[src/design/tts_pkg.sv]
// Package with shared constants, types and helper functions for the tick-to-ns scale block.
package tts_pkg;

  localparam logic [63:0] TargetRate = 64'd1000000000;
  localparam int YLimitBits = 31;
  localparam int FracBits = 32;
  localparam int DivSteps = 32;

  typedef struct packed {
    logic [30:0]        rem;
    logic [31:0]        xlo;
    logic [30:0]        y;
    logic [31:0]        quo;
    logic signed [7:0]  expo;
    logic               bad;
  } div_t;

  function automatic logic [6:0] bit_len64(input logic [63:0] v);
    logic [6:0] n;
    n = 7'd0;
    for (int i = 0; i < 64; i++) begin
      if (v[i]) begin
        n = 7'(i + 1);
      end
    end
    return n;
  endfunction

endpackage

[src/design/tts_div_stage.sv]
// One registered restoring-division step producing one quotient bit.
module tts_div_stage (
  input  logic             clk,
  input  logic             rst_n,
  input  logic             en,
  input  logic             in_valid,
  input  tts_pkg::div_t    in_data,
  output logic             out_valid,
  output tts_pkg::div_t    out_data
);
  import tts_pkg::*;

  logic  v_r;
  div_t  data_r;
  div_t  data_nxt;
  logic [31:0] trial;

  always_comb begin
    data_nxt = in_data;
    trial = {in_data.rem, in_data.xlo[31]};
    data_nxt.xlo = {in_data.xlo[30:0], 1'b0};
    if (trial >= {1'b0, in_data.y}) begin
      trial = trial - {1'b0, in_data.y};
      data_nxt.quo = {in_data.quo[30:0], 1'b1};
    end else begin
      data_nxt.quo = {in_data.quo[30:0], 1'b0};
    end
    data_nxt.rem = trial[30:0];
  end

  always_ff @(posedge clk) begin
    if (!rst_n) begin
      v_r <= 1'b0;
    end else if (en) begin
      v_r <= in_valid;
    end
  end

  always_ff @(posedge clk) begin
    if (en) begin
      data_r <= data_nxt;
    end
  end

  assign out_valid = v_r;
  assign out_data = data_r;
endmodule

[config.mk]
export PLATFORM = sky130hd
export DESIGN_NAME = tts_div_stage
export DESIGN_NICKNAME = d
export VERILOG_FILES = /design/src/design/tts_pkg.sv /design/src/design/tts_div_stage.sv
export SDC_FILE = /design/constraint.sdc
export NUM_CORES = 1
export LEC_CHECK = 0
export BUFFER_PORTS_ARGS = -buffer_cell sky130_fd_sc_hd__clkbuf_2
export CAP_MARGIN = 10
export CORE_MARGIN = 2
export CORE_UTILIZATION = 42
export CTS_CLUSTER_DIAMETER = 50
export DETAILED_ROUTE_END_ITERATION = 10
export GPL_TIMING_DRIVEN = 0
export PLACE_DENSITY = 0.82
export RECOVER_POWER = 50
export SLEW_MARGIN = 20
export SYNTH_ARGS = -nofsm -noshare
export SYNTH_HDL_FRONTEND = slang
export SYNTH_SLANG_ARGS = --single-unit
[constraint.sdc]
create_clock -name clk -period 3.6 [get_ports clk]
set_input_delay 0.18 -clock clk [delete_from_list [all_inputs] [get_ports clk]]
set_output_delay 0.18 -clock clk [all_outputs]
set_load 0.005 [all_outputs]
; Word-level counts from Yosys, hierarchy flattened
; Index checks and enable logic that the tools add are counted.
[word_totals]
reg_bits = 135
out_inout_bits = 136
elab_cells = 11
[classes]
n_addsub = 1
magnitude_cmp = 1
mux = 2
[ops]
columns = op, n
row1 = $ge A32 B31 Y1, 1
row2 = $mux W31, 1
row3 = $sub A31 B31 Y31, 1
row4 = $mux W1, 1

; Depth between registers and ports, before layout
; Gate-level depths: netlist of the first run.
[logic_depth]
ltp_word = 2
mapped_depth = 13

; Worst setup path after synthesis of the first run
; No wires, ideal clock.
[synth_path]
path_type = in2reg
startpoint = in in_data[103] (netlist bit)
endpoint = reg data_r (netlist bit out_data[131]) (data pin)
setup_time_ns = 0.258
t_arrival_ns = 2.281
t_required_ns = 3.342
setup_slack_ns = 1.061
stages = 12
path_buffers = 1
path_cell_list = inv_1 -> ha_1 -> fa_1 -> nor2b_1 -> o31ai_1 -> a21oi_1 -> o21ai_0 -> a211oi_1 -> nor2_2 -> buf_6 -> a2111o_1 -> o221a_2
[synth_lines]
columns = item, line_no
row1 = "start, declared", tts_div_stage.sv:7  ; input tts_pkg::div_t in_data,
row2 = "end signal, assigned", tts_div_stage.sv:41  ; data_r <= data_nxt;
row3 = "end, declared", tts_div_stage.sv:14  ; div_t data_r;

==> results of run 1 <==
[layout make-up]
type	instances	area (um2)
Inverter	44	168
Fill cell	1075	5040
Multi-Input combinational cell	287	1920
Tap cell	184	230
Timing Repair Buffer	376	2360
Sequential cell	135	4040
Clock inverter	13	195
Buffer	16	88.8
Clock buffer	18	429
[power by group]
group          switching, W  leakage (nW)  internal, W
Combinational      0.000432          2.51     0.000379
Clock              0.000683         0.294      0.00117
Sequential        0.0000484          1.32      0.00191
Total               0.00116          4.13      0.00346
[registers in the layout (all words and copies together), names as in the netlist]
register and flops:
out_data 134, out_valid 1
[through the flow]
stage / setup WS (ns) / cells / power [W] / utilization / hold slack (ns)
4_1_cts: 0.445 / 1073 / 0.00461 / 0.656 / 0.0351
3_3_place_gp: 0.507 / 938 / 0.00267 / 0.539 / 0.357
5_1_grt: 0.148 / 1073 / 0.00480 / 0.652 / 0.0681
3_5_place_dp: 0.546 / 939 / 0.00270 / 0.542 / 0.359
6_report: 0.422 / 1073 / 0.00462 / 0.652 / 0.0534
2_1_floorplan: 1.06 / 482 / 0.00233 / - / 0.279
[worst max-delay path, stage by stage]
cell	delay, ns
dlygate4sd3_1	0.54
clkbuf_2	0.12
inv_1	0.04
ha_1	0.39
nand4_1	0.15
o22ai_1	0.41
a32oi_2	0.18
o31ai_1	0.70
a221o_1	0.30
a21oi_1	0.08
o221a_2	0.25
[routing by layer]
layer	vias to the layer above	wire length, um	GRT usage
met3	46	1600	0.0769
met1	2620	7530	0.292
met4	0	703	0.103
li1	2579	-	-
met5	-	0	0
met2	248	10400	0.460
[kinds of logic after synthesis]
group | count (synthesis) | synth area share
adder cells (fa/ha/maj) | 32 | 0.0656
multiplexers | 2 | 0.00402
AO/OA/AOI/OAI | 124 | 0.128
flip-flops | 135 | 0.650
XOR/XNOR | 23 | 0.0324
other | 1 | 0.000603
AND/OR/NAND/NOR | 105 | 0.0781
buffers and inverters | 60 | 0.0413
[Yosys cell counts, drive strengths merged, types with 2 or more instances]
cell    instances  area share
a31o            2      0.0028
o311a           2      0.0032
clkbuf          6      0.0036
a21o            6      0.0072
nand2          52       0.031
a221oi          2      0.0028
a211oi          8       0.010
buf            10       0.011
o211ai          2      0.0024
o21ai          41       0.033
nor2b           5      0.0050
nor3            4      0.0032
or3             2      0.0020
nor4b           2      0.0028
nor2           16       0.010
o21a            2      0.0024
xnor2          12       0.017
o21bai          5      0.0060
ha             31       0.062
a21oi          34       0.027
xor2           11       0.015
nand4           5      0.0050
edfxtp        134        0.65
nand2b          5      0.0050
nand3           4      0.0032
inv            44       0.027
and3            4      0.0040
a311oi          2      0.0028
o31ai           5      0.0060
and2            4      0.0040
[repair_timing]
action,4_1_cts,5_1_grt
hold endpoints to repair,103,0
hold buffers,103,0
resized for setup,0,0
setup buffers,0,0
[worst paths after layout]
kind                                             start                 endpoint  cells after the start
worst max register to register  out_valid$_SDFFE_PN0P_   out_valid$_SDFFE_PN0P_                      2
worst min register to register  out_valid$_SDFFE_PN0P_   out_valid$_SDFFE_PN0P_                      2
worst min-delay path                      in_data[111]  out_data[112]$_DFFE_PP_                      3
worst max-delay path                       in_data[44]  out_data[131]$_DFFE_PP_                     11
==> results_tabular.tex, run 1 <==
\begin{tabular}{lr}
\hline
Metric & Value \\
\hline
\multicolumn{2}{l}{\textbf{Global routing}} \\
Maximum number of pins on one net before global-route repair & 90 \\
Overall Global Routing Usage & 0.259 \\
Initial antenna violation count & 0 \\
Via count of the first global-routing pass & 5529 \\
Global-route wire length before repair & 30900 um \\
GR Overflow Total & 0 \\
\multicolumn{2}{l}{\textbf{Floorplan}} \\
Area of the placeable core & 14500 um2 \\
Boundary pin count & 275 \\
Die Y-Extent & 126 um \\
Horiz. Die Dim & 126 um \\
Initial core utilization & 0.429 \\
Std-Cell Rows & 44 \\
Area of the die & 15800 um2 \\
\multicolumn{2}{l}{\textbf{Drt}} \\
Via Count & 5493 \\
Count of routing violations after the opening detailed-route iteration & 421 \\
Drt wl/cell & 18.9 um \\
First-pass iteration count of the detailed router & 5 \\
Count of antenna-violating nets left after detailed routing & 0 \\
Total Routed Length & 20200 um \\
Remaining design rule violation count & 0 \\
Routed via count divided by cell count & 5.12 \\
\multicolumn{2}{l}{\textbf{Worst hold path}} \\
Worst Hold Class & primary input to flip-flop \\
\multicolumn{2}{l}{\textbf{Critical path}} \\
Highest fanout seen on the critical path & 6 \\
Setup slack, reg-to-reg & 2.89 ns \\
Worst setup path category & primary input to flip-flop \\
CP Data Required Time & 3.77 ns \\
Data arrival time of the critical path & 3.35 ns \\
CP endpoint kind & flip-flop \\
Startpoint types & primary input \\
\multicolumn{2}{l}{\textbf{Clock network}} \\
Clock tree from TritonCTS & done \\
Clock tree sinks & 135 \\
H-tree levels & 4 \\
Clock-pin slew on the worst setup and hold paths & 0.06 ns \\
Clock tree root buffer cell & clkbuf\_16 \\
Number of buffers on the longest clock path & 2 \\
Number of buffers created by CTS & 17 \\
Clock Latency Late Sink & 0.42 ns \\
\multicolumn{2}{l}{\textbf{STA}} \\
Number of pins with negative max-slew slack in the final report & 47 \\
Period utilisation layout & 0.883 \\
Transition time of the tightest slew-check pin & 2.70 ns \\
Relative slew slack & -0.803 \\
Highest attainable clock frequency & 0.315 GHz \\
Max Clock Skew & 0 ns \\
Tmin final & 3.18 ns \\
Unrepaired setup endpoints after global routing & no \\
Number of hold-slack violations in the final timing report & 0 \\
Total Negative Setup Slacks & 0 ns \\
Final-report setup violation count & 0 \\
\multicolumn{2}{l}{\textbf{Job}} \\
Maximum Capacitance Violations & 1 \\
\multicolumn{2}{l}{\textbf{Final layout}} \\
Net total in the final layout & 1048 \\
Final antenna diode count & 0 \\
Most frequent cells in the layout & 227 x clkbuf\_2, 134 x edfxtp\_1, 103 x dlygate4sd3\_1 \\
Layout overhead on the synthesized area & 51.8\% \\
Post-route cell area & 9440 um2 \\
Most common cell after layout, fill and taps aside & clkbuf\_2 \\
Fraction of layout instances using a drive strength above 1 & 0.312 \\
\multicolumn{2}{l}{\textbf{Logic synthesis}} \\
Fraction of registers with async set or reset after synthesis & 0 \\
Gate Count Post-Synth & 482 \\
Number of nets produced by synthesis & 653 \\
Syn avg cell area & 12.9 um2 \\
Sequential share of the synthesized area & 0.650 \\
Number of synthesized flops with an enable pin & 134 \\
Synthesized cell area & 6220 um2 \\
Flop and latch count out of synthesis & 135 \\
Count of distinct cell types in the synthesized netlist & 55 \\
Synth Flop Type & edfxtp\_1 \\
Yosys warning count & 0 \\
\multicolumn{2}{l}{\textbf{Power and ir drop}} \\
P\_leak & 4.13 nW \\
Largest voltage drop on the vdd net & 0.000315 V \\
Power Density & 490 nW/um2 \\
\multicolumn{2}{l}{\textbf{Place}} \\
Final GP Congestion & 0.862 \\
HPWL Detailed & 13600 um \\
Standard cell area after detailed placement & 7850 um2 \\
Buffers added on ports & 272 \\
\multicolumn{2}{l}{\textbf{Outcome}} \\
Result of the run & complete, but fails checks \\
Violations in the final reports & max-capacitance violations, max-slew violations \\
\hline
\end{tabular}
Note: power is estimated with default switching activity, not from simulation.
==> run 2: changes to the inputs <==
--- a/config.mk
+++ b/config.mk
@@ -7,12 +7,15 @@
 export LEC_CHECK = 0
 export BUFFER_PORTS_ARGS = -buffer_cell sky130_fd_sc_hd__clkbuf_2
 export CAP_MARGIN = 10
+export CELL_PAD_IN_SITES_DETAIL_PLACEMENT = 0
+export CELL_PAD_IN_SITES_GLOBAL_PLACEMENT = 1
+export CORE_ASPECT_RATIO = 0.9
 export CORE_MARGIN = 2
-export CORE_UTILIZATION = 42
+export CORE_UTILIZATION = 36
 export CTS_CLUSTER_DIAMETER = 50
 export DETAILED_ROUTE_END_ITERATION = 10
 export GPL_TIMING_DRIVEN = 0
-export PLACE_DENSITY = 0.82
+export PLACE_DENSITY = 0.9
 export RECOVER_POWER = 50
 export SLEW_MARGIN = 20
 export SYNTH_ARGS = -nofsm -noshare
==> results_tabular.tex, run 2 (synthesized netlist as in run 1, its figures left out) <==
\begin{tabular}{lr}
\hline
Metric & Value \\
\hline
\multicolumn{2}{l}{\textbf{Job}} \\
Maximum Capacitance Violations & 1 \\
\multicolumn{2}{l}{\textbf{Power and ir drop}} \\
P\_leak & 4.16 nW \\
Largest voltage drop on the vdd net & 0.000288 V \\
Power Density & 473 nW/um2 \\
\multicolumn{2}{l}{\textbf{Final layout}} \\
Final antenna diode count & 0 \\
Fraction of layout instances using a drive strength above 1 & 0.330 \\
Layout overhead on the synthesized area & 51.8\% \\
Net total in the final layout & 1048 \\
Most common cell after layout, fill and taps aside & clkbuf\_2 \\
Most frequent cells in the layout & 242 x clkbuf\_2, 134 x edfxtp\_1, 103 x dlygate4sd3\_1 \\
Post-route cell area & 9440 um2 \\
Largest register FFs & 134 \\
\multicolumn{2}{l}{\textbf{Place}} \\
Final GP Congestion & 0.894 \\
HPWL Detailed & 13600 um \\
Buffers added on ports & 272 \\
Standard cell area after detailed placement & 7880 um2 \\
\multicolumn{2}{l}{\textbf{Global routing}} \\
Global-route wire length before repair & 29900 um \\
Maximum number of pins on one net before global-route repair & 77 \\
GR Overflow Total & 0 \\
Initial antenna violation count & 0 \\
Overall Global Routing Usage & 0.218 \\
Via count of the first global-routing pass & 5436 \\
\multicolumn{2}{l}{\textbf{Critical path}} \\
Worst setup path category & primary input to flip-flop \\
Setup slack, reg-to-reg & 2.97 ns \\
Cells along the critical path & dlygate4sd3\_1 > clkbuf\_2 > inv\_1 > ha\_1 > nand4\_1 > o22ai\_1 > a32oi\_2 > o31ai\_1 > a221o\_1 > a21oi\_1 > o221a\_2 \\
CP Data Required Time & 3.77 ns \\
Capturing point of the worst reg2reg path & out\_valid\$\_SDFFE\_PN0P\_ \\
Number of cells traversed by the worst register-to-register path & 2 \\
Highest-delay cell along the critical path & o31ai\_1 \\
CP endpoint kind & flip-flop \\
Startpoint types & primary input \\
Delay-heaviest family, CP & compound AO/OA/AOI/OAI gates \\
Highest fanout seen on the critical path & 6 \\
Data arrival time of the critical path & 3.33 ns \\
Count of buffer and inverter cells on the critical path & 3 \\
Worst reg2reg startpoint & out\_valid\$\_SDFFE\_PN0P\_ \\
Biggest cell delay along the critical path & 0.69 ns \\
\multicolumn{2}{l}{\textbf{STA}} \\
Highest attainable clock frequency & 0.317 GHz \\
Max Clock Skew & 0 ns \\
Transition time of the tightest slew-check pin & 3.35 ns \\
Unrepaired setup endpoints after global routing & no \\
Relative slew slack & -1.23 \\
Final-report setup violation count & 0 \\
Number of hold-slack violations in the final timing report & 0 \\
Period utilisation layout & 0.877 \\
Tmin final & 3.16 ns \\
Total Negative Setup Slacks & 0 ns \\
Number of pins with negative max-slew slack in the final report & 60 \\
\multicolumn{2}{l}{\textbf{Floorplan}} \\
Std-Cell Rows & 45 \\
Area of the die & 18300 um2 \\
Horiz. Die Dim & 143 um \\
Die Y-Extent & 129 um \\
Initial core utilization & 0.368 \\
Area of the placeable core & 16900 um2 \\
Boundary pin count & 275 \\
\multicolumn{2}{l}{\textbf{Clock network}} \\
Number of buffers added for setup after CTS & 0 \\
Clock tree sinks & 135 \\
Number of buffers on the longest clock path & 2 \\
Clock Latency Late Sink & 0.42 ns \\
Number of buffers created by CTS & 17 \\
Cts hold-fix bufs & 103 \\
Number of gates given a new drive strength after cts & 0 \\
Clock tree from TritonCTS & done \\
H-tree levels & 4 \\
Clock-pin slew on the worst setup and hold paths & 0.07 ns \\
Clock tree root buffer cell & clkbuf\_16 \\
\multicolumn{2}{l}{\textbf{Drt}} \\
Total Routed Length & 20400 um \\
Count of routing violations after the opening detailed-route iteration & 290 \\
Drt wl/cell & 18.5 um \\
Count of antenna-violating nets left after detailed routing & 0 \\
Remaining design rule violation count & 0 \\
Via Count & 5450 \\
First-pass iteration count of the detailed router & 5 \\
Routed via count divided by cell count & 4.95 \\
\multicolumn{2}{l}{\textbf{Worst hold path}} \\
Hold path endpoint & out\_data[111]\$\_DFFE\_PP\_ \\
Worst Hold Class & primary input to flip-flop \\
Hold Path Origin & in\_data[110] \\
Number of cells on the worst hold path & 3 \\
\multicolumn{2}{l}{\textbf{Outcome}} \\
Result of the run & complete, but fails checks \\
Violations in the final reports & max-capacitance violations, max-slew violations \\
\hline
\end{tabular}
run 2: changes by cell type in the layout (fill, tap and decap cells not counted), sizes merged:
| cell | change |
|---|---|
| clkinv | +1 |
| clkinvlp | -1 |
| bufinv | -4 |
| clkbuf | -1 |
| inv | +6 |
run 2: cell type report:
cell class / instances / area [um2]
Clock buffer: 17 / 425
Tap cell: 211 / 264
Multi-Input combinational cell: 287 / 1920
Fill cell: 1386 / 7450
Clock inverter: 15 / 148
Sequential cell: 135 / 4040
Timing Repair Buffer: 376 / 2380
Inverter: 44 / 168
Buffer: 16 / 88.8
run 2: through the flow:
step,total power (W),instances,setup slack (ns),utilization,hold slack [ns]
2_1_floorplan,0.00233,482,1.06,-,0.279
3_3_place_gp,0.00269,965,0.477,0.464,0.357
3_5_place_dp,0.00270,966,0.559,0.466,0.359
4_1_cts,0.00448,1101,0.425,0.561,0.0459
5_1_grt,0.00466,1101,0.168,0.559,0.0609
6_report,0.00447,1101,0.442,0.559,0.0675
run 2: worst max path at each step:
stage,cells past startpoint,slack (ns),from,endpoint
floorplan,12,1.06,in_data[103],out_data[131]$_DFFE_PP_
global placement,3,0.48,en,out_valid$_SDFFE_PN0P_
detailed placement,11,0.56,in_data[43],out_data[127]$_DFFE_PP_
CTS,12,0.43,in_data[43],out_data[127]$_DFFE_PP_
global route,13,0.17,in_data[61],out_data[127]$_DFFE_PP_
finish,11,0.44,in_data[44],out_data[131]$_DFFE_PP_
run 2: tightest hold or removal path, delay by kind of cell:
| family | cells | cell delay [ns] |
|---|---|---|
| buf+inv | 1 | 0.09 |
| compound gates | 1 | 0.06 |
| simple gates | 1 | 0.04 |
run 2: metal layers:
metal | part of all wire | up-vias | GRT usage
met5 | 0 | - | 0
met4 | 0.046 | 0 | 0.118
met3 | 0.088 | 58 | 0.0830
met2 | 0.49 | 250 | 0.369
met1 | 0.38 | 2555 | 0.239
li1 | - | 2587 | -
run 2: power breakdown:
part | total, W | switching, W | internal (W)
sequential | 0.00196 | 0.0000464 | 0.00191
combinational | 0.000814 | 0.000432 | 0.000382
clock | 0.00169 | 0.000768 | 0.000922
