File: src/design/tts_pkg.sv
// Package with shared constants, types and helper functions for the tick-to-ns scale block.
package tts_pkg;

  localparam logic [63:0] TargetRate = 64'd1000000000;
  localparam int YLimitBits = 31;
  localparam int FracBits = 32;
  localparam int DivSteps = 32;

  typedef struct packed {
    logic [30:0]        rem;
    logic [31:0]        xlo;
    logic [30:0]        y;
    logic [31:0]        quo;
    logic signed [7:0]  expo;
    logic               bad;
  } div_t;

  function automatic logic [6:0] bit_len64(input logic [63:0] v);
    logic [6:0] n;
    n = 7'd0;
    for (int i = 0; i < 64; i++) begin
      if (v[i]) begin
        n = 7'(i + 1);
      end
    end
    return n;
  endfunction

endpackage

File: src/design/tts_norm.sv
// Four-stage normalization front end that prepares dividend, divisor and exponent.
module tts_norm (
  input  logic             clk,
  input  logic             rst_n,
  input  logic             en,
  input  logic             in_valid,
  input  logic [63:0]      freq,
  output logic             out_valid,
  output tts_pkg::div_t    out_data
);
  import tts_pkg::*;

  logic              a_v_r, b_v_r, c_v_r, d_v_r;
  logic [63:0]       a_freq_r;
  logic [6:0]        a_bl_r;
  logic [30:0]       b_y_r, c_y_r;
  logic signed [7:0] b_e_r, c_e_r;
  logic              b_bad_r, c_bad_r;
  logic [4:0]        c_bl_r;
  div_t              d_data_r;

  logic [6:0]        s1;
  logic [63:0]       y_sh;
  logic [6:0]        c_bl_full;
  logic [5:0]        k1;
  logic [63:0]       xa, tgt, xsel;
  logic signed [7:0] e_nxt;
  div_t              d_data_nxt;

  always_comb begin
    s1 = (a_bl_r > 7'(YLimitBits)) ? (a_bl_r - 7'(YLimitBits)) : 7'd0;
    y_sh = a_freq_r >> s1;
    c_bl_full = bit_len64({33'd0, b_y_r});
    k1 = {1'b0, c_bl_r} + 6'd1;
    xa = TargetRate << k1;
    tgt = {2'b00, c_y_r, 31'd0};
    if (xa >= tgt) begin
      xsel = xa;
      e_nxt = c_e_r - 8'(k1);
    end else begin
      xsel = xa << 1;
      e_nxt = c_e_r - 8'(k1) - 8'sd1;
    end
    d_data_nxt.rem = xsel[62:32];
    d_data_nxt.xlo = xsel[31:0];
    d_data_nxt.y = c_y_r;
    d_data_nxt.quo = 32'd0;
    d_data_nxt.expo = e_nxt;
    d_data_nxt.bad = c_bad_r;
  end

  always_ff @(posedge clk) begin
    if (!rst_n) begin
      a_v_r <= 1'b0;
      b_v_r <= 1'b0;
      c_v_r <= 1'b0;
      d_v_r <= 1'b0;
    end else if (en) begin
      a_v_r <= in_valid;
      b_v_r <= a_v_r;
      c_v_r <= b_v_r;
      d_v_r <= c_v_r;
    end
  end

  always_ff @(posedge clk) begin
    if (en) begin
      a_freq_r <= freq;
      a_bl_r <= bit_len64(freq);
      b_y_r <= y_sh[30:0];
      b_e_r <= 8'sd32 - 8'(s1);
      b_bad_r <= (a_freq_r == 64'd0);
      c_y_r <= b_y_r;
      c_e_r <= b_e_r;
      c_bad_r <= b_bad_r;
      c_bl_r <= c_bl_full[4:0];
      d_data_r <= d_data_nxt;
    end
  end

  assign out_valid = d_v_r;
  assign out_data = d_data_r;
endmodule

File: config.mk
export PLATFORM = sky130hd
export DESIGN_NAME = tts_norm
export DESIGN_NICKNAME = d
export VERILOG_FILES = /design/src/design/tts_pkg.sv /design/src/design/tts_norm.sv
export SDC_FILE = /design/constraint.sdc
export NUM_CORES = 1
export LEC_CHECK = 0
export ABC_CLOCK_PERIOD_IN_PS = 7400
export BUFFER_PORTS_ARGS = -buffer_cell sky130_fd_sc_hd__clkbuf_2
export CAP_MARGIN = 20
export CORE_AREA = 2 2 197 248
export CTS_CLUSTER_DIAMETER = 60
export DETAILED_ROUTE_END_ITERATION = 6
export DIE_AREA = 0 0 199 250
export GPL_TIMING_DRIVEN = 0
export HOLD_SLACK_MARGIN = 0.08
export SKIP_CTS_REPAIR_TIMING = 1
export SLEW_MARGIN = 20
export SYNTH_ARGS = -nofsm -noshare
export SYNTH_HDL_FRONTEND = slang
export SYNTH_SLANG_ARGS = --single-unit
File: constraint.sdc
create_clock -name clk -period 7.4 [get_ports clk]
set_clock_uncertainty 0.2 [all_clocks]
set_input_delay 1.48 -clock clk [delete_from_list [all_inputs] [get_ports clk]]
set_output_delay 1.48 -clock clk [all_outputs]
set_load 0.01 [all_outputs]
Word level (Yosys, flattened, before mapping). Index checks and enable logic that the tools add are counted.

Add/subtract/negate cells: 5. Magnitude comparators: 2. Shift operators: 2. Muxes and demuxes: 96. Reductions and logical operators: 5.

Operators with widths (count): 7-bit 2-to-1 mux (63); 5-bit 2-to-1 mux (13); 64-bit by 62-bit greater-or-equal comparator with 1-bit output (1); 64-bit logical NOT (1); 30-bit by 6-bit << shifter with 64-bit output (first input constant) (1); 64-bit by 7-bit right shift with 31-bit output (1); 63-bit 2-to-1 mux (1); 4-bit 2-to-1 mux (8); 16-bit OR reduction (1); 3-bit 2-to-1 mux (4); 8-bit 2-to-1 mux (1); 8-bit OR reduction (1); 6-bit by 7-bit subtractor with 8-bit output (first input constant) (1); 8-bit by 1-bit subtractor with 8-bit output (second input constant) (1); 8-bit by 6-bit subtractor with 8-bit output (1); 7-bit by 5-bit > comparator with 1-bit output (second input constant) (1); 7-bit by 5-bit subtractor with 7-bit output (second input constant) (1); 5-bit by 1-bit adder with 6-bit output (second input constant) (1); 2-bit 2-to-1 mux (3); 4-bit OR reduction (1); 1-bit 2-to-1 mux (3); 2-bit OR reduction (1).

Register bits: 263. Bits of input ports: 68. Logic and storage cells: 133.

Longest topological paths before layout. Gate-level depths: netlist of the first run.

Depth after elaboration: 63. Gate-level depth with buffers: 25. Gate-level depth less buffers: 21.

Worst setup path after synthesis of the first run. Ideal clock, no wire load.

Path kind: register -> register. Start: register c_bl_r[1]. End: register d_data_r (netlist bit out_data[106]), data pin. Library setup time: 0.260 ns. Arrival time: 4.680 ns. Required time: 6.940 ns. Path slack: 2.259 ns. Stages on the path, launching flop included: 24. Path buffers: 6. Period minus slack after synthesis: 5.141 ns. Path through: edfxtp_1 ha_1 inv_1 ha_1 buf_2 buf_2 clkbuf_1 clkbuf_1 a211oi_1 a21oi_1 nor2_1 a21oi_1 inv_1 ha_1 a21o_1 a21o_1 a21o_1 a21oi_1 o21a_1 o211ai_1 o32ai_2 buf_6 buf_6 mux2_4.

Word-level cells in the longest chain between the ends: 4.

Ends and longest elaborated chain: start: declaration (line tts_norm.sv:19) `logic [4:0] c_bl_r;`; start signal: assignment (line tts_norm.sv:76) `c_bl_r <= c_bl_full[4:0];`; 5-bit by 1-bit adder with 6-bit output (*) (line tts_norm.sv:34) `k1 = {1'b0, c_bl_r} + 6'd1;`; 30-bit by 6-bit << shifter with 64-bit output (*) (line tts_norm.sv:35) `xa = TargetRate << k1;`; 64-bit by 62-bit greater-or-equal comparator with 1-bit output (line tts_norm.sv:37) `if (xa >= tgt) begin`; 63-bit 2-to-1 mux (*) (line tts_norm.sv:37); named net xsel[34] (line tts_norm.sv:26) `logic [63:0] xa, tgt, xsel;`; end signal: assignment (line tts_norm.sv:77) `d_data_r <= d_data_nxt;`; end: declaration (line tts_norm.sv:20) `div_t d_data_r;`.

Mark *: on every way through the listed nets, which the timed path passes. The rest lies on a longest branch. A chain may end at the register's enable or synchronous reset.

Worst setup path after layout of the first run.
Start: register c_bl_r[1]. End: register d_data_r (netlist bit out_data[87]), data pin.

The elaborated chain is that of the path after synthesis.

==> flow_summary.toml, run 1 <==
[drt]
avgViaCountPerCell = 5.297
drt_iter0_markers = 613
postRouteWirelength_mm = 52.95
routedWlPerCell_um = 21.65
detail_route.first_pass.iterations = 5
routed-via-count = 12952
drc = 0
detail-route-antenna-nets = 0

[layout]
fillCellCount = 4673
fraction_of_final_layout_cells_sized_beyond_drive_strength_1_pct = 19.38
area_of_the_multi_input_gates_um2 = 7996
seq_area_um2 = 7587
final_cell_area_um2 = 19210
flow.area_growth_from_synthesis_pct = 16.80
antennaDiodeCount = 0
layout.core_utilization_pct = 40.33
nets = 1898
layoutNonFillerInstCount = 2445

[grt]
grt_antenna_before_repair = 0
grt.total_usage_pct = 21.14
grt-ovfl-total = 0
first_global_vias = 13021
grt_first_pass_wirelength_mm = 79.14
grt_start_max_net_pins = 97

[timing]
setup_total_negative_slack_ns = 0
report.final.setup_viol = 0
timing_hold_violations_final = 0
fmax_mhz = 143.0
timing.final.crit_period_ns = 6.995
relSlewSlack_pct = 37.17
grt_setup_unrepaired = "false"
final_max_slew_viols = 0
final_min_period_over_clock_period_pct = 94.53
tightestPinTransition_ns = 0.9362

[job]
max-cap-violations = 0

[clocking]
clk_root_buffer_cell = "sky130_fd_sc_hd__clkbuf_16"
htree_levels = 1
cts.reportedPaths.clkPinSlew_ns = 0.06
tritoncts.num_buffers = 28
tritoncts = "yes"
cts_sinks = 254
cts-root-to-sink-buffers = 3
clk-insertion-delay-late_ns = 0.56

[synthesis]
synthesized_area_divided_by_synthesized_cell_count_um2 = 10.65
synth_commonest_cells = "sky130_fd_sc_hd__edfxtp_1, sky130_fd_sc_hd__mux2i_1, sky130_fd_sc_hd__nor2_1"
sequential_area_share_after_synthesis_pct = 46.13
post_synth_inst_count = 1545
synthMostInstantiatedCell = "sky130_fd_sc_hd__edfxtp_1"
post_synth_instance_area_um2 = 16450
ys_async_sr_fraction_pct = 0
yosys.area.top_type = "sky130_fd_sc_hd__edfxtp_1"
synth.lib_cells_used.distinct = 85
dominantRegCellSynth = "sky130_fd_sc_hd__edfxtp_1"
synth_area_leaders = "sky130_fd_sc_hd__edfxtp_1, sky130_fd_sc_hd__mux2i_1, sky130_fd_sc_hd__ha_1"
netlist.area_leader.share_pct = 45.64
synth_warnings = 0
yosys_register_bits = 254
number_of_flops_mapped_to_enable_cells_by_yosys = 250

[critical_path]
slowest_stage = "sky130_fd_sc_hd__edfxtp_1"
worst_ep_required_time_ns = 7.53
timing.critical_path.from_type = "flop"
path_cells = "ha_1, inv_1, ha_1, buf_2, buf_2, clkbuf_1, clkbuf_1, o21ai_0, o22ai_1, a21oi_1, inv_1, ha_1, nand4_1, nor4_1, a21oi_1, o21ai_0, nor2_1, a221oi_2, o32ai_2, buf_6, buf_4, a211oi_1"
category_of_the_most_critical_setup_path = "reg -> reg"
critPathBufInv = 8
crit_fanout = 11
critPathTopFamily = "compound AO/OA/AOI/OAI gates"
crit_path_frequent_cell = "sky130_fd_sc_hd__ha_1"
crit_path_max_incr_delay_ns = 0.62
critical_path_data_arrival_time_ns = 7.12
endpoint_kind = "flop"

[power_and_ir_drop]
p_clk_share_pct = 23.1
power.share.switching_pct = 38.67
power.density_nw_per_um2 = 303.9
p_int_mw = 3.581
irDropWorstVdd_mv = 0.1765
power_frac_seq_pct = 34.8
total_switching_power_mw = 2.257
total_leakage_power_nw = 8.273
power.total_mw = 5.838
combinational_power_share_pct = 42.2

[placement]
detailed_place.area_um2 = 18300
gp_routability_congestion = 1.007
post-dp-hpwl_mm = 43.46
port_buffers = 162
dp_cells = 2394

[floorplan]
chipHeight_um = 250
rows = 90
fp.dieArea_um2 = 49750
ioPinCount = 204
core_area_um2 = 47630
die_width_um = 199
effective_utilization_at_floorplan_pct = 34.53

[run_status]
outcome = "completed"

[hold_path]
min-delay-path-class = "reg -> reg"
==> cells by family (layout without fill, tap and decap cells) <==
logic type                 after synthesis  in the layout  synth area share [%]
AOI/OAI and AO/OA                      345            345                 14.09
DFF                                    254            254                 46.13
muxes                                  249            249                 16.07
xor gates and xnor gates                22             22                 1.217
and+or+nand+nor                        416            416                 12.33
buffers and inverters                  208            424                 6.284
adders and majority gates               50             50                 3.849
other                                    1             41               0.02280
==> layer usage <==
layer	GRT usage (%)	part of all wire [%]	vias to the layer above
met5	0	0	-
met4	14.48	7.6	0
met3	2.514	4.1	153
met2	36.98	50	418
met1	23.87	38	6148
li1	-	-	6233
==> power groups by stage <==
stage / clock (mW) / combinational (mW) / sequential [mW]
6_report: 1.35 / 2.46 / 2.03
5_1_grt: 1.45 / 2.66 / 2.06
4_1_cts: 1.39 / 2.44 / 2.03
3_5_place_dp: 0 / 2.43 / 2.06
3_3_place_gp: 0 / 2.42 / 2.07
2_1_floorplan: 0 / 1.53 / 2.07
==> layout make-up <==
cell class	instances	area share (%)
Tap cell	644	4.194
Clock inverter	19	0.8793
Sequential cell	254	39.49
Buffer	123	3.706
Multi-Input combinational cell	1123	41.62
Timing Repair Buffer	165	4.592
Clock buffer	32	3.836
Inverter	85	1.674
==> path summary, 6_finish.rpt <==
kind	start	endpoint	slack, ns	cells after the start
setup / recovery	c_bl_r[1]	out_data[87]	0.40	22
hold / removal	c_bad_r	out_data[0]	0.22	0
setup reg to reg	c_bl_r[1]	out_data[87]	0.40	22
hold reg to reg	c_bad_r	out_data[0]	0.22	0
==> per-stage QoR <==
step	hold slack (ns)	setup slack, ns
6_report	0.2162	0.4046
5_1_grt	0.2207	0.01714
4_1_cts	0.2185	0.3535
3_5_place_dp	0.2054	0.3822
3_3_place_gp	0.2005	0.2013
2_1_floorplan	0.2003	2.259
==> cell usage in the layout (no fill, tap or decap), drive strengths merged, types with 23 or more instances in the layout <==
master    n
buf      91
nor4     32
ha       49
a211oi   51
nor3     30
nor2    149
o22ai    23
o21ai    52
conb     41
nand3    30
a21oi   103
clkbuf  229
edfxtp  250
inv      86
nand2    80
mux2i   224
==> state kept, by name (all words and copies together), names as in the netlist <==
| signal | flops |
|---|---|
| a_bl_r | 7 |
| a_freq_r | 64 |
| a_v_r | 1 |
| b_bad_r | 1 |
| b_e_r | 8 |
| b_v_r | 1 |
| b_y_r | 31 |
| c_bad_r | 1 |
| c_bl_r | 5 |
| c_e_r | 8 |
| c_v_r | 1 |
| c_y_r | 31 |
| out_data | 94 |
| out_valid | 1 |
==> worst register-to-register path: cells and delay by family, from the launching register on <==
family                   cells  cell delay, ns
adder cells (fa/ha/maj)      3            1.07
flip-flops                   1            0.62
buffers and inverters        8            1.72
AO/OA/AOI/OAI                8            2.40
AND/OR/NAND/NOR              3            0.77
Power figures use the tool's default switching activity.
==> inputs of run 2 (changes only) <==
--- a/config.mk
+++ b/config.mk
@@ -8,10 +8,10 @@
 export ABC_CLOCK_PERIOD_IN_PS = 7400
 export BUFFER_PORTS_ARGS = -buffer_cell sky130_fd_sc_hd__clkbuf_2
 export CAP_MARGIN = 20
-export CORE_AREA = 2 2 197 248
+export CORE_AREA = 2 2 185 232
 export CTS_CLUSTER_DIAMETER = 60
 export DETAILED_ROUTE_END_ITERATION = 6
-export DIE_AREA = 0 0 199 250
+export DIE_AREA = 0 0 187 234
 export GPL_TIMING_DRIVEN = 0
 export HOLD_SLACK_MARGIN = 0.08
 export SKIP_CTS_REPAIR_TIMING = 1
==> run 2 against run 1 <==
Compared with the run above:
- flip-flop and latch count stayed put
- final cell count is 3.4% lower
- sequential power hardly changed
- critical path depth stayed put
- die area is 12% lower
- total power hardly changed
- via count is 0.83% higher
- non-clock buffer count is 4 higher
- largest cell class unchanged
- first-iteration DRC count is 10% higher
- sequential share of layout area is 0.20 points higher
- worst setup slack worse by 0.15 ns
==> flow_summary.toml, run 2 (same netlist as run 1, synthesis figures left out) <==
[drt]
wl_met2_mm = 28.07
detail_route.first_pass.iterations = 6
avgViaCountPerCell = 5.529
met1_length_mm = 19.81
detail-route-antenna-nets = 0
postRouteWirelength_mm = 54.24
route.top_layer_used = "met4"
routedWlPerCell_um = 22.96
drt_iter0_markers = 677
drc = 0
wl_met3_mm = 2.060
routed-via-count = 13059

[floorplan]
effective_utilization_at_floorplan_pct = 39.42
rows = 84
ioPinCount = 204
fp.dieArea_um2 = 43760
die_width_um = 187
core_area_um2 = 41730
chipHeight_um = 234

[timing]
tightestPinTransition_ns = 1.141
final_min_period_over_clock_period_pct = 96.56
fmax_mhz = 140.0
timing.final.crit_period_ns = 7.145
final_max_slew_viols = 0
setup_total_negative_slack_ns = 0
relSlewSlack_pct = 23.16
setup_slack_after_layout_ns = 0.2547
fin_hold_ws_ns = 0.2173
timing_hold_violations_final = 0
report.final.setup_viol = 0

[critical_path]
worst_ep_required_time_ns = 7.55
timing.critical_path.from_type = "flop"
critPathLaunch = "c_bl_r[0]"
critical_path_data_arrival_time_ns = 7.29
r2r-start = "c_bl_r[0]"
category_of_the_most_critical_setup_path = "reg -> reg"
crit_fanout = 10
endpoint_kind = "flop"

[clocking]
tritoncts = "yes"
htree_levels = 1
cts-root-to-sink-buffers = 3
cts_sinks = 254
clk_root_buffer_cell = "sky130_fd_sc_hd__clkbuf_16"
clk-insertion-delay-late_ns = 0.56
tritoncts.num_buffers = 27
cts.reportedPaths.clkPinSlew_ns = 0.06

[placement]
detailed_place.area_um2 = 18190
pre_cts_slack_ns = -0.6687
gp_routability_congestion = 1.013
post-dp-hpwl_mm = 44.54
dp_cells = 2308
port_buffers = 162

[grt]
first_global_vias = 12960
grt.total_usage_pct = 24.28
grt_start_max_net_pins = 99
grt_antenna_before_repair = 0
grt-ovfl-total = 0
grt_first_pass_wirelength_mm = 80.08

[power_and_ir_drop]
total_leakage_power_nw = 8.256
power.density_nw_per_um2 = 305.6
irDropWorstVdd_mv = 0.1714
power.total_mw = 5.842

[layout]
flow.area_growth_from_synthesis_pct = 16.21
antennaDiodeCount = 0
fraction_of_final_layout_cells_sized_beyond_drive_strength_1_pct = 19.52
final_cell_area_um2 = 19110
layout.core_utilization_pct = 45.81
most-common-layout-cells = "sky130_fd_sc_hd__edfxtp_1, sky130_fd_sc_hd__mux2i_1, sky130_fd_sc_hd__clkbuf_2, sky130_fd_sc_hd__nor2_1, sky130_fd_sc_hd__a21oi_1"
max_reg_flops = 94
layoutNonFillerInstCount = 2362
nets = 1901
commonest_non_fill_non_tap_cell_in_the_layout = "sky130_fd_sc_hd__edfxtp_1"

[run_status]
outcome = "completed"

[job]
max-cap-violations = 0

[hold_path]
min-delay-path-class = "reg -> reg"
holdCritStartpoint = "b_e_r[1]"
## run 2: cell types whose count changed in the layout (fill, tap and decap cells not counted), moves of 2 or more
cell	before	now
sky130_fd_sc_hd__buf_4	47	51
sky130_fd_sc_hd__clkbuf_16	29	27
sky130_fd_sc_hd__clkinv_2	8	0
sky130_fd_sc_hd__clkinvlp_4	0	6
## run 2: worst max-delay path, stage by stage, from the launching register on
cell and delay [ns]:
sky130_fd_sc_hd__edfxtp_1 0.54, sky130_fd_sc_hd__ha_1 0.39, sky130_fd_sc_hd__inv_1 0.17, sky130_fd_sc_hd__ha_1 0.36, sky130_fd_sc_hd__buf_2 0.20, sky130_fd_sc_hd__buf_2 0.19, sky130_fd_sc_hd__clkbuf_2 0.23, sky130_fd_sc_hd__o21ai_0 0.44
sky130_fd_sc_hd__nor2_1 0.11, sky130_fd_sc_hd__nor3_1 0.53, sky130_fd_sc_hd__a211oi_1 0.21, sky130_fd_sc_hd__ha_1 0.35, sky130_fd_sc_hd__nand4_1 0.19, sky130_fd_sc_hd__nor4_4 0.52, sky130_fd_sc_hd__a21oi_1 0.13, sky130_fd_sc_hd__o21ai_1 0.34
sky130_fd_sc_hd__nor2_1 0.12, sky130_fd_sc_hd__a221oi_2 0.53, sky130_fd_sc_hd__o32ai_2 0.25, sky130_fd_sc_hd__buf_6 0.23, sky130_fd_sc_hd__buf_6 0.19, sky130_fd_sc_hd__buf_4 0.20, sky130_fd_sc_hd__o21ai_1 0.28
## run 2: final cells by class
class / count / area (um2)
well taps: 559 / 699.4
fillers: 3989 / 22610
inverters: 85 / 321.6
repair buffers: 169 / 912.1
multi-input cells: 1123 / 8016
flip-flops and latches: 254 / 7587
clock inverters: 17 / 168.9
clock buffers: 32 / 694.4
plain buffers: 123 / 713.2
## run 2: path summary, 6_finish.rpt
kind                   endpoint  slack (ns)  depth (start not counted)
hold / removal         c_e_r[1]        0.22                          0
hold reg to reg        c_e_r[1]        0.22                          0
setup / recovery  out_data[108]        0.25                         22
setup reg to reg  out_data[108]        0.25                         22
## run 2: layer usage
layer	vias up	GRT usage, %
met1	6242	25.07
met2	426	45.90
met5	-	0
met4	0	17.26
met3	155	2.709
li1	6236	-
## run 2: report_power, final
group	total, mW	leakage (nW)	internal [mW]	switching, mW
combinational	2.50	5.34	0.899	1.60
clock	1.31	0.399	0.748	0.561
sequential	2.03	2.52	1.90	0.131
total	5.84	8.26	3.55	2.29
==> inputs of run 3 (changes only) <==
==> constraint.sdc (replaced) <==
create_clock -name clk -period 7.4 [get_ports clk]
set_clock_uncertainty 0.2 [all_clocks]
set_input_delay 0 -clock clk [delete_from_list [all_inputs] [get_ports clk]]
set_output_delay 0 -clock clk [all_outputs]
set_load 0.01 [all_outputs]
==> run 3 against run 2 <==
Compared with the run above:
- clock-buffer cell count did not move
- total power rose by 0.96%
- sequential share of layout area fell by 2.5 points
- final cell count rose by 5.5%
- clock power barely moved
- design area rose by 6.9%
- largest cell class unchanged
- via count rose by 4.6%
- flip-flop and latch count did not move
- worst setup slack got worse by 0.021 ns
- combinational power rose by 2%
- register-to-register slack got worse by 0.02 ns
==> flow_summary.toml, run 3 (same netlist as run 1, synthesis figures left out) <==
[layout]
fillCellCount = 3806
antennaDiodeCount = 0
seq_area_um2 = 7587
most-common-layout-cells = "sky130_fd_sc_hd__edfxtp_1, sky130_fd_sc_hd__mux2i_1, sky130_fd_sc_hd__clkbuf_2, sky130_fd_sc_hd__nor2_1, sky130_fd_sc_hd__dlygate4sd3_1"
nets = 2032
area_of_the_multi_input_gates_um2 = 8016
flow.area_growth_from_synthesis_pct = 24.18
fraction_of_final_layout_cells_sized_beyond_drive_strength_1_pct = 18.20
max_reg_flops = 94
commonest_non_fill_non_tap_cell_in_the_layout = "sky130_fd_sc_hd__edfxtp_1"

[drt]
routedWlPerCell_um = 22.35
postRouteWirelength_mm = 55.73
detail_route.first_pass.iterations = 7
detail-route-antenna-nets = 0
drc = 0
routed-via-count = 13658
drt_iter0_markers = 720
avgViaCountPerCell = 5.479

[floorplan]
ioPinCount = 204
core_area_um2 = 41730
chipHeight_um = 234
rows = 84
die_width_um = 187
fp.dieArea_um2 = 43760
effective_utilization_at_floorplan_pct = 39.42

[placement]
port_buffers = 162
gp_routability_congestion = 1.013
pre_cts_slack_ns = -0.6687
post-dp-hpwl_mm = 44.54

[grt]
first_global_vias = 12960
grt-ovfl-total = 0
grt.total_usage_pct = 24.28
grt_start_max_net_pins = 99
grt_first_pass_wirelength_mm = 80.08
grt_antenna_before_repair = 0

[clocking]
tritoncts = "yes"
htree_levels = 1
tritoncts.num_buffers = 27
clk_root_buffer_cell = "sky130_fd_sc_hd__clkbuf_16"
cts.reportedPaths.clkPinSlew_ns = 0.06
clk-insertion-delay-late_ns = 0.56
cts_sinks = 254
cts-root-to-sink-buffers = 3

[timing]
timing_hold_violations_final = 0
relSlewSlack_pct = 24.12
report.final.setup_viol = 0
final_min_period_over_clock_period_pct = 96.84
setup_slack_after_layout_ns = 0.2341
timing.final.crit_period_ns = 7.166
tightestPinTransition_ns = 1.126
final_max_slew_viols = 0
fmax_mhz = 139.6

[critical_path]
worst_ep_required_time_ns = 7.55
category_of_the_most_critical_setup_path = "reg -> reg"
timing.critical_path.from_type = "flop"
critical_path_data_arrival_time_ns = 7.31
endpoint_kind = "flop"
crit_fanout = 10

[job]
max-cap-violations = 0

[power_and_ir_drop]
total_leakage_power_nw = 8.803
irDropWorstVdd_mv = 0.1720
power.total_mw = 5.898
power.density_nw_per_um2 = 288.8

[run_status]
outcome = "completed"

[hold_path]
min-delay-path-class = "in -> reg"
==> run 3: power breakdown <==
part | leakage (nW) | internal [mW] | total, mW | switching (mW)
sequential | 2.52 | 1.90 | 2.03 | 0.131
clock | 0.399 | 0.748 | 1.31 | 0.564
combinational | 5.89 | 0.944 | 2.56 | 1.61
total | 8.80 | 3.59 | 5.90 | 2.31
==> run 3: worst paths after layout <==
kind | from | endpoint | slack (ns) | depth (start not counted)
max | c_bl_r[0] | out_data[108] | 0.23 | 22
min | rst_n | out_valid | 0.05 | 3
max reg2reg | c_bl_r[0] | out_data[108] | 0.23 | 22
min reg2reg | b_e_r[1] | c_e_r[1] | 0.22 | 0
==> run 3: layout make-up <==
cell class	instances	area share [%]
Buffer	123	3.492
Clock buffer	32	3.400
Clock inverter	17	0.8270
Inverter	85	1.574
Multi-Input combinational cell	1123	39.25
Sequential cell	254	37.15
Tap cell	559	3.424
Timing Repair Buffer	300	10.89
==> run 3: critical path: stages (launching register included) <==
cell and delay (ns):
sky130_fd_sc_hd__edfxtp_1 0.55, sky130_fd_sc_hd__ha_1 0.39, sky130_fd_sc_hd__inv_1 0.17, sky130_fd_sc_hd__ha_1 0.36
sky130_fd_sc_hd__buf_2 0.20, sky130_fd_sc_hd__buf_2 0.19, sky130_fd_sc_hd__clkbuf_2 0.23, sky130_fd_sc_hd__o21ai_0 0.44
sky130_fd_sc_hd__nor2_1 0.11, sky130_fd_sc_hd__nor3_1 0.54, sky130_fd_sc_hd__a211oi_1 0.21, sky130_fd_sc_hd__ha_1 0.35
sky130_fd_sc_hd__nand4_1 0.19, sky130_fd_sc_hd__nor4_4 0.55, sky130_fd_sc_hd__a21oi_1 0.14, sky130_fd_sc_hd__o21ai_1 0.34
sky130_fd_sc_hd__nor2_1 0.11, sky130_fd_sc_hd__a221oi_2 0.52, sky130_fd_sc_hd__o32ai_2 0.25, sky130_fd_sc_hd__buf_6 0.22
sky130_fd_sc_hd__buf_6 0.19, sky130_fd_sc_hd__buf_4 0.21, sky130_fd_sc_hd__o21ai_1 0.28
==> run 3: per-layer routing <==
metal  track usage, %  vias to the layer above  part of all wire [%]
met5                0                        -                     0
li1                 -                     6489                     -
met1            25.07                     6505                    36
met3            2.709                      179                   4.0
met4            17.26                        0                   8.2
met2            45.90                      485                    52
==> run 3: per-stage QoR <==
stage                     area [um2]  setup TNS, ns  std cells  utilization (%)  hold WS [ns]
after global placement         18110         -32.56       2306            43.40     -0.004388
after CTS                      19050         -30.38       2357            45.65       -0.5905
after detailed placement       18190         -28.78       2308            43.59     -0.004455
after floorplan                16600              0       1585                -       -0.1011
after global routing           20420     -0.0009592       2493            48.95        0.1024
final                          20420              0       2493            48.95       0.04595
